<file path="config.mk">
export PLATFORM = sky130hd
export DESIGN_NAME = stepper_microstep_pwm_generator
export DESIGN_NICKNAME = d
export VERILOG_FILES = /design/src/smpg_pkg.sv /design/src/smpg_step.sv /design/src/smpg_duty.sv /design/src/stepper_microstep_pwm_generator.sv
export SDC_FILE = /design/constraint.sdc
export NUM_CORES = 1
export LEC_CHECK = 0
export BUFFER_PORTS_ARGS = -buffer_cell sky130_fd_sc_hd__buf_2
export CAP_MARGIN = 10
export CORE_AREA = 2 2 125 127
export CTS_CLUSTER_SIZE = 24
export DETAILED_ROUTE_END_ITERATION = 8
export DIE_AREA = 0 0 127 129
export GPL_TIMING_DRIVEN = 0
export PLACE_DENSITY_LB_ADDON = 0.1
export SYNTH_ARGS = -nofsm -noshare
export SYNTH_HDL_FRONTEND = slang
export SYNTH_SLANG_ARGS = --single-unit
</file>
<file path="constraint.sdc">
create_clock -name i_clk -period 22.1 [get_ports i_clk]
set_clock_uncertainty 0.2 [all_clocks]
set_input_delay 1.105 -clock i_clk [delete_from_list [all_inputs] [get_ports i_clk]]
set_output_delay 1.105 -clock i_clk [all_outputs]
set_load 0.02 [all_outputs]
</file>
<file path="src/smpg_pkg.sv">
package smpg_pkg;

    localparam logic [7:0] MinWaitReset = 8'd10;
    localparam logic [9:0] DutyMax      = 10'd1023;

    typedef struct packed {
        logic [7:0] velocity;
        logic       mod_enable;
    } t_in;

    typedef struct packed {
        logic [9:0] duty_a;
        logic [9:0] duty_b;
        logic [9:0] duty_c;
        logic [9:0] duty_d;
        logic [2:0] microstep;
        logic [1:0] phase_quadrant;
    } t_out;

    // angle state after this tick's update, as seen by the duty logic
    typedef struct packed {
        logic [2:0] angle;
        logic [1:0] quadrant;
        logic [3:0] mod_index;
        logic       mod_on;
    } t_step_info;

    function automatic logic [7:0] quarter_sine(input logic [2:0] idx);
        logic [7:0] v;
        case (idx)
            3'd0:    v = 8'd50;
            3'd1:    v = 8'd98;
            3'd2:    v = 8'd142;
            3'd3:    v = 8'd180;
            3'd4:    v = 8'd212;
            3'd5:    v = 8'd236;
            3'd6:    v = 8'd250;
            3'd7:    v = 8'd255;
            default: v = 8'd0;
        endcase
        return v;
    endfunction

    function automatic logic [7:0] mod_gain(input logic [3:0] idx);
        logic [7:0] v;
        case (idx)
            4'd0:    v = 8'd159;
            4'd1:    v = 8'd177;
            4'd2:    v = 8'd156;
            4'd3:    v = 8'd166;
            4'd4:    v = 8'd160;
            4'd5:    v = 8'd160;
            4'd6:    v = 8'd155;
            4'd7:    v = 8'd154;
            4'd8:    v = 8'd163;
            4'd9:    v = 8'd171;
            4'd10:   v = 8'd146;
            4'd11:   v = 8'd160;
            4'd12:   v = 8'd161;
            4'd13:   v = 8'd168;
            4'd14:   v = 8'd161;
            4'd15:   v = 8'd128;
            default: v = 8'd0;
        endcase
        return v;
    endfunction

endpackage

</file>
<file path="src/smpg_step.sv">
module smpg_step (
    input  logic                    i_clk,
    input  logic                    i_rst_n,
    input  logic                    i_advance,
    input  logic [7:0]              i_min_wait,
    input  smpg_pkg::t_in           i_item,
    output smpg_pkg::t_step_info    o_info
);

    logic [8:0] r_wait;
    logic [2:0] r_angle;
    logic [1:0] r_quad;
    logic [3:0] r_mod;

    logic [8:0] n_wait;
    logic [2:0] n_angle;
    logic [1:0] n_quad;
    logic [3:0] n_mod;
    logic [8:0] threshold;

    always_comb begin
        threshold = {1'b0, i_min_wait} + {1'b0, i_item.velocity};
        n_wait    = r_wait + 9'd1;
        n_angle   = r_angle;
        n_quad    = r_quad;
        if (n_wait > threshold) begin
            n_wait  = 9'd0;
            n_angle = r_angle + 3'd1;
            if (n_angle == 3'd0) begin
                n_quad = r_quad + 2'd1;
            end
        end
        n_mod = i_item.mod_enable ? r_mod + 4'd1 : r_mod;

        // modulation uses the index before it moves on
        o_info.angle     = n_angle;
        o_info.quadrant  = n_quad;
        o_info.mod_index = r_mod;
        o_info.mod_on    = i_item.mod_enable;
    end

    always_ff @(posedge i_clk) begin
        if (!i_rst_n) begin
            r_wait  <= '0;
            r_angle <= '0;
            r_quad  <= '0;
            r_mod   <= '0;
        end else if (i_advance) begin
            r_wait  <= n_wait;
            r_angle <= n_angle;
            r_quad  <= n_quad;
            r_mod   <= n_mod;
        end
    end

endmodule

</file>
<file path="src/smpg_duty.sv">
module smpg_duty (
    input  smpg_pkg::t_step_info    i_info,
    output smpg_pkg::t_out          o_result
);

    logic [7:0]  sin_base;
    logic [7:0]  cos_base;
    logic [7:0]  gain;
    logic [15:0] sin_prod;
    logic [15:0] cos_prod;
    logic [11:0] sin_amp;
    logic [11:0] cos_amp;
    logic [9:0]  sin_duty;
    logic [9:0]  cos_duty;

    always_comb begin
        sin_base = smpg_pkg::quarter_sine(i_info.angle);
        cos_base = smpg_pkg::quarter_sine(3'd7 - i_info.angle);
        gain     = smpg_pkg::mod_gain(i_info.mod_index);
        sin_prod = sin_base * gain;
        cos_prod = cos_base * gain;

        if (i_info.mod_on) begin
            sin_amp = sin_prod[15:4];
            cos_amp = cos_prod[15:4];
        end else begin
            sin_amp = {4'd0, sin_base};
            cos_amp = {4'd0, cos_base};
        end

        sin_duty = (sin_amp > {2'd0, smpg_pkg::DutyMax}) ? smpg_pkg::DutyMax : sin_amp[9:0];
        cos_duty = (cos_amp > {2'd0, smpg_pkg::DutyMax}) ? smpg_pkg::DutyMax : cos_amp[9:0];

        o_result                = '0;
        o_result.microstep      = i_info.angle;
        o_result.phase_quadrant = i_info.quadrant;
        // cosine on the quadrant's own coil, sine on the next one round
        case (i_info.quadrant)
            2'd0: begin
                o_result.duty_a = cos_duty;
                o_result.duty_b = sin_duty;
            end
            2'd1: begin
                o_result.duty_b = cos_duty;
                o_result.duty_c = sin_duty;
            end
            2'd2: begin
                o_result.duty_c = cos_duty;
                o_result.duty_d = sin_duty;
            end
            2'd3: begin
                o_result.duty_d = cos_duty;
                o_result.duty_a = sin_duty;
            end
            default: begin
                o_result.duty_a = cos_duty;
                o_result.duty_b = sin_duty;
            end
        endcase
    end

endmodule

</file>
<file path="src/stepper_microstep_pwm_generator.sv">
// Sine microstepping drive for a four-coil stepper. Each input transfer is one timer tick
// carrying a speed sample and a modulation enable; each tick yields exactly one result with
// four 10-bit coil duties and the angle (microstep, quadrant) after that tick. The block
// takes one tick per clock cycle when the output side keeps up: the tick is held in an input
// register, the wait counter, angle update, table lookups and the two 8x8 modulation
// multiplies run combinationally behind it, and the result is held in an output register,
// so a result is offered once its tick moves on from the input register.
// min_wait is written through i_cfg_we/i_cfg_wdata (reset value 10) and should only change
// while no tick is in flight.
module stepper_microstep_pwm_generator (
    input  logic                i_clk,
    input  logic                i_rst_n,
    input  logic                i_cfg_we,
    input  logic [7:0]          i_cfg_wdata,
    input  logic                i_in_valid,
    output logic                o_in_ready,
    input  smpg_pkg::t_in       i_in_data,
    output logic                o_out_valid,
    input  logic                i_out_ready,
    output smpg_pkg::t_out      o_out_data
);

    logic                   r_in_vld;
    smpg_pkg::t_in          r_in;
    logic                   r_out_vld;
    smpg_pkg::t_out         r_out;
    logic [7:0]             r_min_wait;

    logic                   advance;
    smpg_pkg::t_step_info   info;
    smpg_pkg::t_out         result;

    assign advance    = r_in_vld && (!r_out_vld || i_out_ready);
    assign o_in_ready = !r_in_vld || advance;

    always_ff @(posedge i_clk) begin
        if (!i_rst_n) begin
            r_min_wait <= smpg_pkg::MinWaitReset;
        end else if (i_cfg_we) begin
            r_min_wait <= i_cfg_wdata;
        end
    end

    always_ff @(posedge i_clk) begin
        if (!i_rst_n) begin
            r_in_vld <= 1'b0;
        end else if (o_in_ready) begin
            r_in_vld <= i_in_valid;
        end
    end

    always_ff @(posedge i_clk) begin
        if (o_in_ready && i_in_valid) begin
            r_in <= i_in_data;
        end
    end

    smpg_step u_step (
        .i_clk      (i_clk),
        .i_rst_n    (i_rst_n),
        .i_advance  (advance),
        .i_min_wait (r_min_wait),
        .i_item     (r_in),
        .o_info     (info)
    );

    smpg_duty u_duty (
        .i_info     (info),
        .o_result   (result)
    );

    always_ff @(posedge i_clk) begin
        if (!i_rst_n) begin
            r_out_vld <= 1'b0;
        end else if (advance) begin
            r_out_vld <= 1'b1;
        end else if (i_out_ready) begin
            r_out_vld <= 1'b0;
        end
    end

    always_ff @(posedge i_clk) begin
        if (advance) begin
            r_out <= result;
        end
    end

    assign o_out_valid = r_out_vld;
    assign o_out_data  = r_out;

endmodule
</file>
=== Yosys cells after proc, flatten, opt, wreduce, memory -nomap -nowiden ===
Memory sizes are Yosys's and may differ from the RTL's. A register that Yosys moved wholly into a read port is not among the register bits.
Index checks and enable logic that the tools add are counted.

* Add/subtract/negate cells: 6
* $mul: 2
* $lt $le $gt $ge: 3
* Equality and inequality tests: 3
* Muxes and demuxes: 16
* Reductions and logical operators: 10

{| class="wikitable"
|+ Operators by type and width
! kind !! count
|-
| 10-bit one-hot mux with 2 select lines || 4
|-
| 8-bit by 8-bit multiplier with 16-bit output || 2
|-
| 12-bit by 10-bit > comparator with 1-bit output (second input constant) || 2
|-
| 12-bit 2-to-1 mux || 2
|-
| 10-bit 2-to-1 mux || 2
|-
| 8-bit by 8-bit adder with 9-bit output || 1
|-
| 9-bit by 1-bit adder with 9-bit output (second input constant) || 1
|-
| 9-bit > comparator || 1
|-
| 9-bit 2-to-1 mux || 1
|-
| 4-bit 2-to-1 mux || 2
|-
| 4-bit by 1-bit adder with 4-bit output (second input constant) || 1
|-
| 2-bit equality test (second input constant) || 2
|-
| 2-bit 2-to-1 mux || 2
|-
| 3-bit by 1-bit adder with 3-bit output (second input constant) || 1
|-
| 3-bit zero test || 1
|-
| 3-bit 2-to-1 mux || 1
|-
| 3-bit subtractor (first input constant) || 1
|-
| 2-bit by 1-bit adder with 2-bit output (second input constant) || 1
|-
| 2-bit by 1-bit equality test with 1-bit output (second input constant) || 1
|-
| 1-bit logical AND || 2
|-
| 1-bit zero test || 2
|-
| 2-bit zero test || 1
|-
| 1-bit logical OR || 2
|-
| 1-bit 2-to-1 mux || 2
|-
| 2 further kinds || 2
|}

* Flip-flop bits (word level): 82
* ROM bits: 224
* Input port bits: 22
* Output and inout bits: 47
* Word-level logic and storage cells: 58
* Memories: 3

{| class="wikitable"
|+ Memories
! name !! depth !! bits a word !! read ports !! clocked after memory_dff !! write ports !! RTL line !! text
|-
| (name not given) || 16 || 6 || 1 || 1 || 0 || smpg_pkg.sv:46 || <nowiki>case (idx)</nowiki>
|-
| (name not given) || 8 || 8 || 1 || 0 || 0 || smpg_pkg.sv:30 || <nowiki>case (idx)</nowiki>
|-
| (name not given) || 8 || 8 || 1 || 0 || 0 || smpg_pkg.sv:30 ||
|}

=== Depth between registers and ports, before layout ===
Gate-level depths: netlist (run 1).
An unclocked memory read counts as a cell.

* Depth in word-level cells: 10
* Depth in mapped cells: 40

=== Modules after synthesis ===
Synthesis (run 1) repeated with hierarchy kept, for this count alone.

* Cells, all modules: 884
* Area, all modules: 8366.8 um2

{| class="wikitable"
|+ By module, submodules not included
! module !! times used !! cells an instance !! area an instance (um2)
|-
| smpg_duty || 1 || 630 || 4879.7
|-
| stepper_microstep_pwm_generator || 1 || 89 || 2006.9
|-
| smpg_step || 1 || 165 || 1480.2
|}

=== Least setup slack after synthesis (run 1) ===
Ideal clock, no wire load.

* Path type: register to register
* Start point: register r_in[1] (netlist name)
* End point: register r_out (netlist bit o_out_data[17]) (data pin)
* Data arrival time: 9.078 ns
* Required time: 21.622 ns
* Path slack: 12.544 ns
* Cell stages (with the launch flop): 38
* Buffers on the path: 0
* Cell sequence: edfxtp_1 ha_1 inv_1 fa_1 inv_1 a21oi_1 o21ai_0 a21oi_1 o21bai_1 a21o_1 a21oi_1 ha_1 nand4_1 a211oi_1 nor3_1 nor2_1 mux2i_1 inv_1 (+2 left out) nand2_1 fa_1 fa_1 inv_1 fa_1 inv_1 fa_1 inv_1 ha_1 and3_1 a221oi_1 o21ai_0 a41oi_1 xnor2_1 nand2_1 mux2_2 a311oi_1 o32ai_1

{| class="wikitable"
|+ RTL lines
! what !! RTL line !! text
|-
| start: declaration || stepper_microstep_pwm_generator.sv:24 || <nowiki>smpg_pkg::t_in r_in;</nowiki>
|-
| start signal: assignment || stepper_microstep_pwm_generator.sv:54 || <nowiki>r_in <= i_in_data;</nowiki>
|-
| end signal: assignment || stepper_microstep_pwm_generator.sv:84 || <nowiki>r_out <= result;</nowiki>
|-
| end: declaration || stepper_microstep_pwm_generator.sv:26 || <nowiki>smpg_pkg::t_out r_out;</nowiki>
|}

==> reports/metrics.cfg, run 1 <==
[worst_setup_path]
cp.arrival_ns=11.51
cpPeakStageDelay_ns=0.85
critPathMostFrequentCell=inv_1
cp.depth=37
r2r-start=r_min_wait[0]
critPathKind=flop to flop
path_buf_inv=6
setup.worst_path.end=o_out_data[14]
reg2reg_to=o_out_data[14]
reg2reg_depth=37
cpMaxStageDelayCell=mux2i_1
worstPathMaxFanout=9
worst_setup_path_end_kind=flop
required_ns=21.97
startpoint=r_min_wait[0]
rrSetupSlack_ns=10.46
startpoint_type=flop
cp_top_family=adder cells

[run_status]
outcome=finished, final reports clean

[floorplanning]
core_area_um2=14980
die_area_um2=16380
io_pins=69
core.rowCount=45
die_x_um=127
start_util_pct=56.40
die_height_um=129

[finish]
final_nets=1140
syn_to_final_growth_pct=10.58
drive_above_1_share_pct=10.21

[detailed_routing]
drtPass1Iterations=4
routed_via_density=5.659
vias=6502
drtIter0Drc=406
drc_errors=0
wl_per_cell_um=16.83
wl_mm=19.34
ant_nets=0

[grt]
overflow=0
grt_max_degree=30
grt.met1_usage_pct=33.55
use_met3_pct=3.867
grt_pass1_wl_mm=32.17
grt.total_usage_pct=24.81
busiest_layer=met2
met2_usage_pct=41.49
antenna_found_initial=0
grt_pass1_vias=6553

[logic_synthesis]
synth_nets=1061
yosysSeqAreaShare_pct=27.26
synth-async-reset-ratio_pct=0
syn_area_um2=8447
netlist_instances=876
synth-main-ff-cell=edfxtp_1
synth_common_cells=ha_1 (106), inv_1 (95), and2_1 (76)
synth_top_cell_by_area=edfxtp_1
synthTopCellsByArea=edfxtp_1 (19%), ha_1 (16%), fa_1 (14%)
yosysMostFrequentCell=ha_1
synth_top_area_share_pct=19.20
yosys_warnings=0
synth_edf_count=54
synth.distinct_cells=62
synth_seq_cells=88
avgSynthCellArea_um2=9.643

[placement]
post-place-ws_ns=10.74
numPortBuffers=67
gp_congestion=0.9050
dp_hpwl_mm=15.18

[clock_network]
cts-root-buf=clkbuf_16
clkTransAtPathRegs_ns=0.07
cts_tree=done
cts_buffers=9
clock_sinks=88
ctsResizeCount=0
holdBufCountCts=0
cts_htree_levels=3
cts.path.max_buffers=2
clk_latency_ns=0.35
post-cts-setup-buffers=0

[timing]
worst_pin_slew_ns=1.336
maxSlewHeadroom_pct=10.10
setup_viol=0
slew_viol_final=0
layout_min_cycle_time_ns=11.64
timing.final.ws_setup_ns=10.46
timing.final.crit_share_pct=52.68
rsz0062_at_grt=false
hold_violations=0
setup_tns_ns=0
fmax_ghz=0.08589

[min_path]
worstHoldStart=r_min_wait[3]
hp-class=flop to flop

[power]
power_density_nw_per_um2=104.4
p_leak_nw=4.242
finalPower_uw=975.1
ir_drop_mv=0.05795

[run]
cap_violations=0

[worst min-delay path by stage]
stage,endpoint,slack (ns),cells after the start
2_1_floorplan,r_min_wait[3],0.25,2
3_3_place_gp,r_min_wait[3],0.26,2
3_5_place_dp,r_min_wait[3],0.27,2
4_1_cts,r_min_wait[3],0.29,2
5_1_grt,r_min_wait[3],0.32,2
6_report,r_min_wait[3],0.29,2
[worst register-to-register path: cells and delay by family, from the launching register on]
kind                     cells  cell delay (ns)
adder cells (fa/ha/maj)      9             3.64
multiplexers                 3             1.89
flip-flops                   1             0.33
buffers and inverters        6             0.49
AO/OA/AOI/OAI               12             3.39
XOR/XNOR                     1             0.15
AND/OR/NAND/NOR              6             1.26
[state kept, by name, indices dropped and copies added, names as in the netlist, 2 cells and up]
signal,flops
u_step.r_quad,2
r_in,9
o_out_data,45
u_step.r_mod,4
u_step.r_angle,3
r_min_wait,8
u_step.r_wait,9
u_duty.gain,6
[stage by stage]
stage | std cells | hold slack, ns | util (%) | cell area (um^2)
CTS | 1148 | 0.2887 | 62.35 | 9338
global placement | 1131 | 0.2635 | 60.21 | 9017
detailed placement | 1132 | 0.2729 | 60.35 | 9039
finish | 1149 | 0.2879 | 62.36 | 9340
floorplan | 876 | 0.2460 | - | 8447
global route | 1148 | 0.3219 | 62.35 | 9338
[routing by layer]
metal | part of all wire, % | wire length [um] | vias up
li1 | - | - | 3218
met1 | 46 | 8942 | 3077
met2 | 47 | 9067 | 173
met3 | 4.5 | 878 | 34
met4 | 2.3 | 454 | 0
met5 | 0 | 0 | -
[cell type report]
type	instances	area [um^2]
antenna	1	2.502
buffer	25	102.6
clock buffer	9	225.2
clock inverter	7	73.82
fill	1305	5637
inverter	99	371.6
multi-input combinational	664	5672
sequential	88	2302
tap	188	235.2
timing repair buffer	68	355.3
[cells in the final DEF, fill, tap and decap left out, types with 12 or more instances in the layout]
cell / n
fa_1: 57
edfxtp_1: 54
and3_1: 14
o22ai_1: 39
nand2_1: 62
inv_1: 95
o21ai_0: 29
mux2i_1: 18
nand3_1: 12
and2_1: 76
o32ai_1: 12
ha_1: 106
a21oi_1: 32
xor2_1: 20
nor2b_1: 26
a21o_1: 13
buf_2: 67
clkbuf_1: 21
dfxtp_1: 34
nor2_1: 24
xnor2_1: 24
[cells by family after synthesis]
family / count (synthesis) / share of synthesized area [%]
and+or+nand+nor: 259 / 16.63
AOI/OAI and AO/OA: 178 / 14.34
adders and majority gates: 163 / 29.21
buffers and inverters: 124 / 5.599
DFF: 88 / 27.26
xor gates and xnor gates: 44 / 4.562
muxes: 20 / 2.400
[power breakdown]
group	internal, mW	switching, mW
Sequential	0.194	0.00501
Combinational	0.252	0.374
Clock	0.0797	0.0706
Total	0.526	0.449
Note: power is estimated with default switching activity, not from simulation.
==> run 2: changes to the inputs <==
ABC_AREA = 1   (was unset)
CORE_AREA = 2 2 127 129   (was 2 2 125 127)
DIE_AREA = 0 0 129 131   (was 0 0 127 129)
clock period = 12.1 ns   (was 22.1 ns; I/O delays follow)
==> run 2 against run 1 <==
Maximum frequency increased by 20%. Synthesized cell count rose by 22%. Critical path depth is 4 higher. Routed wire length rose by 2.6%. Synthesized area rose by 2.5%. Via count rose by 9.6%. Global-route usage down 0.10 points. Largest cell class unchanged. Final area is 2.5% higher. Critical endpoint is now o_out_data[26].
==> reports/metrics.cfg, run 2 <==
[run_status]
outcome=finished, final reports clean

[placement]
gp_congestion=0.9065  ; +0.17%
post-place-ws_ns=2.550  ; -8.191 ns
dp_hpwl_mm=16.19  ; +6.6%
dp.cells=1350  ; +19%
numPortBuffers=67  ; unchanged

[logic_synthesis]
synthTopCellsByArea=edfxtp_1 (19%), ha_1 (15%), fa_1 (13%)
synth-async-reset-ratio_pct=0  ; unchanged
avgSynthCellArea_um2=8.126  ; -16%
synth_seq_cells=88  ; unchanged
yosysSeqAreaShare_pct=26.58  ; -0.68 points
netlist_instances=1066  ; +22%
synth_top_cell_by_area=edfxtp_1
synth-main-ff-cell=edfxtp_1
yosys_warnings=0  ; unchanged
synth_common_cells=nand2_1 (203), inv_1 (166), nor2_1 (119)
synth_top_area_share_pct=18.72  ; -0.48 points
synth_nets=1251  ; +18%
synth.distinct_cells=46  ; -26%
synth_edf_count=54  ; unchanged
yosysMostFrequentCell=nand2_1
syn_area_um2=8662  ; +2.5%

[detailed_routing]
drtPass1Iterations=6  ; +2
ant_nets=0  ; unchanged
vias=7126  ; +9.6%
wl_mm=19.85  ; +2.6%
routed_via_density=5.217  ; -7.8%
drc_errors=0  ; unchanged
drtIter0Drc=399  ; -1.7%
wl_per_cell_um=14.53  ; -14%

[timing]
maxSlewHeadroom_pct=29.97  ; +20 points
setup_tns_ns=0  ; unchanged
whs_ns=0.2313  ; -0.05660 ns
setup_viol=0  ; unchanged
slew_viol_final=0  ; unchanged
hold_violations=0  ; unchanged
fmax_ghz=0.1033  ; +20%
timing.final.crit_share_pct=80.00  ; +27 points
worst_pin_slew_ns=1.039  ; -0.2970 ns
layout_min_cycle_time_ns=9.680  ; -1.962 ns
rsz0062_at_grt=false
timing.final.ws_setup_ns=2.420  ; -8.038 ns

[worst_setup_path]
critPathKind=flop to flop
critPathMostFrequentCell=inv_1
worst_setup_path_end_kind=flop
required_ns=11.99  ; -9.98 ns
cpPeakStageDelay_ns=0.82  ; -0.03 ns
startpoint_type=flop
r2r-start=r_min_wait[0]
startpoint=r_min_wait[0]
worstPathMaxFanout=10  ; +1
cpMaxStageDelayCell=o21ai_0
cp.arrival_ns=9.57  ; -1.94 ns

[grt]
busiest_layer=met2
grt_pass1_vias=6951  ; +6.1%
antenna_found_initial=0  ; unchanged
grt_pass1_wl_mm=33.18  ; +3.1%
met2_usage_pct=42.42  ; +0.93 points
grt_max_degree=30  ; unchanged
overflow=0  ; unchanged
grt.total_usage_pct=24.70  ; -0.10 points
grt.met1_usage_pct=32.57  ; -0.98 points
use_met3_pct=3.583  ; -0.28 points

[finish]
largest_register_ffs=45  ; unchanged
multi_input_area_um2=5610  ; -1.1%
n_antenna_cell=0  ; -1
final_cell_mix=nand2_1 (203), inv_1 (166), nor2_1 (119)
fin_cells=1366  ; +19%
regArea_um2=2302  ; unchanged
final_nets=1330  ; +17%
final_common_cell=nand2_1
nFillCells=1415  ; +8.4%
drive_above_1_share_pct=12.70  ; +2.5 points
syn_to_final_growth_pct=10.50  ; about the same

[clock_network]
clkTransAtPathRegs_ns=0.07  ; about the same
cts_buffers=9  ; unchanged
ctsResizeCount=0  ; unchanged
cts.path.max_buffers=2  ; unchanged
post-cts-setup-buffers=0  ; unchanged
clk_latency_ns=0.34  ; about the same
clock_sinks=88  ; unchanged
cts-root-buf=clkbuf_16
cts_htree_levels=3  ; unchanged
cts_tree=done
holdBufCountCts=0  ; unchanged

[floorplanning]
core_area_um2=15600  ; +4.1%
die_x_um=129  ; +1.6%
io_pins=69  ; unchanged
core.rowCount=46  ; +2.2%
die_height_um=131  ; +1.6%
die_area_um2=16900  ; +3.1%
start_util_pct=55.54  ; -0.86 points

[min_path]
worstHoldStart=i_in_data[6]
hp-class=input port to flop

[run]
cap_violations=0  ; unchanged

run 2: cell count changes after synthesis, moves of 13 or more:
cell,before,now
nand2_1,62,203
nor2_1,24,119
and2_1,76,0
inv_1,95,166
a21oi_1,32,77
nand3_1,12,55
o22ai_1,39,0
nor2b_1,26,0
mux2i_1,18,0
nand2_4,0,15
and3_1,14,1
xnor2_1,24,11
run 2: cells by family (layout without fill, tap and decap cells):
kind of cell	after synthesis	after routing	share of synthesized area, %
simple gates	451	451	24.66
buf+inv	197	281	8.652
fa+ha+maj	163	163	28.48
compound gates	140	140	8.724
flops	88	88	26.58
xor+xnor	27	27	2.903
run 2: critical path, delay by kind of cell (launching register included):
kind | cells | cell delay (ns)
AO/OA/AOI/OAI | 13 | 2.94
XOR/XNOR | 2 | 0.80
adder cells (fa/ha/maj) | 9 | 3.43
buffers and inverters | 7 | 0.63
flip-flops | 1 | 0.34
AND/OR/NAND/NOR | 10 | 1.09
run 2: layer usage:
layer,vias up,wire [um]
met3,40,1094
met4,0,477
li1,3596,-
met2,220,9279
met1,3270,9002
met5,-,0
run 2: layout make-up:
type / count / share of cell area (%)
buffer: 22 / 0.9542
multi-input combinational: 781 / 58.61
clock buffer: 9 / 2.353
timing repair buffer: 68 / 3.712
sequential: 88 / 24.05
inverter: 175 / 6.889
tap: 216 / 2.824
clock inverter: 7 / 0.6013
run 2: path summary, 6_finish.rpt:
| kind | end | slack (ns) | depth (start not counted) |
|---|---|---|---|
| max | o_out_data[26] | 2.42 | 41 |
| min | r_in[6] | 0.23 | 1 |
| max reg2reg | o_out_data[26] | 2.42 | 41 |
| min reg2reg | u_step.r_wait[8] | 0.28 | 2 |
run 2: stage by stage:
step | utilization, % | cell area [um^2]
after global placement | 59.42 | 9268
after CTS | 61.37 | 9572
final | 61.37 | 9572
after floorplan | - | 8662
after detailed placement | 59.55 | 9289
after global routing | 61.37 | 9572
Power of run 2 is left out: the tool's default activity adds up to more than one toggle a clock period on the data nets, which glitch-free logic cannot reach.
==> run 3: changes to the inputs <==
ABC_AREA = 0   (was 1)
CORE_AREA = 2 2 125 127   (was 2 2 127 129)
DIE_AREA = 0 0 127 129   (was 0 0 129 131)
clock period = 10 ns   (was 12.1 ns; I/O delays follow)
==> run 3 against run 2 <==
Count of clock-buffer cells in the layout stayed put. Via count is 6.9% lower. Global-route usage is 0.26 points higher. Largest cell class unchanged. Final cell count is 15% lower. Die area is 3.1% lower. Highest routed layer unchanged. Flip-flop and latch count stayed put. Core utilization is 3.4 points higher. Worst hold slack worse by 0.11 ns. Maximum frequency is 3.1% higher. Critical path depth is 4 lower.
==> reports/metrics.cfg, run 3 (synthesis gave the netlist of run 1 again) <==
[timing]
hold_violations=0  ; unchanged
fmax_ghz=0.1065  ; +3.1%
maxSlewHeadroom_pct=42.47  ; +12 points
worst_pin_slew_ns=0.8390  ; -0.2004 ns
timing.final.crit_share_pct=93.93  ; +14 points
rsz0062_at_grt=true
setup_viol=0  ; unchanged
slew_viol_final=0  ; unchanged
whs_ns=0.1200  ; -0.1113 ns
layout_min_cycle_time_ns=9.393  ; -0.2870 ns

[grt]
overflow=0  ; unchanged
grt_pass1_vias=6600  ; -5.0%
antenna_found_initial=0  ; unchanged
grt_max_degree=30  ; unchanged
grt.total_usage_pct=24.96  ; +0.26 points
grt_pass1_wl_mm=32.42  ; -2.3%

[clock_network]
clock_sinks=88  ; unchanged
cts.path.max_buffers=2  ; unchanged
cts_tree=done
cts_htree_levels=3  ; unchanged
cts-root-buf=clkbuf_16
clk_latency_ns=0.35  ; about the same
cts_buffers=9  ; unchanged
clkTransAtPathRegs_ns=0.07  ; about the same

[worst_setup_path]
cp.arrival_ns=9.27  ; -0.30 ns
worst_setup_path_end_kind=flop
reg2reg_depth=37  ; -9.8%
critPathMostFrequentCell=inv_1
rrSetupSlack_ns=0.61  ; -1.81 ns
critPathKind=flop to flop
cpMaxStageDelayCell=fa_1
worstPathMaxFanout=9  ; -1
startpoint_type=flop
required_ns=9.87  ; -2.12 ns
cpPeakStageDelay_ns=0.53  ; -0.29 ns

[power]
clockPowerShare_pct=14.9
swShare_pct=46.45
net-switching-power_mw=1.033
intPower_mw=1.191
combPwrFrac_pct=65.3
p_leak_nw=4.351
power_density_nw_per_um2=229.2
ir_drop_mv=0.1277
pwr-share-seq_pct=19.8

[finish]
regArea_um2=2302  ; unchanged
final_common_cell=ha_1
nFillCells=1254  ; -11%
drive_above_1_share_pct=14.97  ; +2.3 points
post-route-util_pct=64.80  ; +3.4 points
syn_to_final_growth_pct=14.89
final_nets=1155  ; -13%
final_cell_mix=ha_1 (106), inv_1 (94), and2_1 (76)
multi_input_area_um2=5918  ; +5.5%
largest_register_ffs=45  ; unchanged

[placement]
numPortBuffers=67  ; unchanged
dp_hpwl_mm=15.18  ; -6.2%
gp_congestion=0.9050  ; -0.17%

[min_path]
hp-class=input port to flop
holdPathStages=1  ; unchanged

[run]
cap_violations=0  ; unchanged

[floorplanning]
core_area_um2=14980  ; -4.0%
io_pins=69  ; unchanged
die_x_um=127  ; -1.6%
core.rowCount=45  ; -2.2%
start_util_pct=56.40  ; +0.86 points
die_height_um=129  ; -1.5%
die_area_um2=16380  ; -3.1%

[detailed_routing]
drtIter0Drc=461  ; +16%
drtPass1Iterations=5  ; -1
ant_nets=0  ; unchanged
vias=6634  ; -6.9%
wl_per_cell_um=17.04  ; +17%
wl_mm=19.83  ; -0.11%
routed_via_density=5.699  ; +9.3%
drc_errors=0  ; unchanged

[run_status]
outcome=finished, final reports clean

## run 3: cell count changes in the layout (fill, tap and decap cells not counted), moves of 13 or more
| cell | previous run | this run |
|---|---|---|
| buf_4 | 1 | 16 |
| nor2b_1 | 0 | 26 |
| and3_1 | 1 | 14 |
| nor2_1 | 119 | 22 |
| mux2i_1 | 0 | 13 |
| inv_1 | 166 | 94 |
| nand3_1 | 55 | 12 |
| o22ai_1 | 0 | 34 |
| and2_1 | 0 | 76 |
| a21oi_1 | 77 | 29 |
| nand2_1 | 203 | 62 |
| nand2_4 | 15 | 0 |
## run 3: final timing paths
| kind | startpoint | end |
|---|---|---|
| max | r_min_wait[0] | o_out_data[17] |
| min | i_in_data[4] | r_in[4] |
| max reg2reg | r_min_wait[0] | o_out_data[17] |
| min reg2reg | r_min_wait[3] | r_min_wait[3] |
## run 3: per-layer routing
layer	part of all wire, %	global-route usage (%)
met5	0	0
met4	2.5	7.498
met3	4.7	3.950
met2	47	41.87
met1	46	33.65
## run 3: worst max-delay path: cells and delay by family (launching register included)
kind | cells | cell delay (ns)
AND/OR/NAND/NOR | 6 | 1.17
multiplexers | 3 | 1.03
flip-flops | 1 | 0.33
buffers and inverters | 6 | 0.41
XOR/XNOR | 1 | 0.15
AO/OA/AOI/OAI | 12 | 2.15
adder cells (fa/ha/maj) | 9 | 3.67
## run 3: layout make-up
| cell class | instances | area share, % |
|---|---|---|
| Clock buffer | 9 | 2.321 |
| Multi-Input combinational cell | 664 | 60.99 |
| Tap cell | 188 | 2.424 |
| Inverter | 99 | 3.829 |
| Timing Repair Buffer | 84 | 4.899 |
| Buffer | 24 | 1.031 |
| Clock inverter | 7 | 0.7607 |
| Antenna cell | 1 | 0.02579 |
| Sequential cell | 88 | 23.72 |
## run 3: stage by stage
| step | std cells | power, mW | setup slack, ns | area, um^2 | TNS [ns] |
|---|---|---|---|---|---|
| after global placement | 1131 | 1.799 | -1.366 | 9017 | -45.99 |
| final | 1164 | 2.224 | 0.6069 | 9704 | 0 |
| after CTS | 1153 | 2.178 | 0.07193 | 9489 | 0 |
| after floorplan | 876 | 1.497 | 0.4442 | 8447 | 0 |
| after global routing | 1163 | 2.422 | -0.08298 | 9702 | -0.3754 |
| after detailed placement | 1132 | 1.815 | -1.359 | 9039 | -47.12 |
## run 3: repair_timing
item	in CTS	in global routing
resized for setup	24	27
setup buffers	5	11
hold buffers	0	0
setup endpoints to repair	40	40
pin swaps	1	7
## run 3: power by group through the flow
stage / Sequential, mW / Combinational (mW) / Clock (mW)
global placement: 0.448 / 1.35 / 0
global route: 0.442 / 1.63 / 0.350
detailed placement: 0.448 / 1.37 / 0
finish: 0.440 / 1.45 / 0.332
floorplan: 0.472 / 1.02 / 0
CTS: 0.440 / 1.40 / 0.338
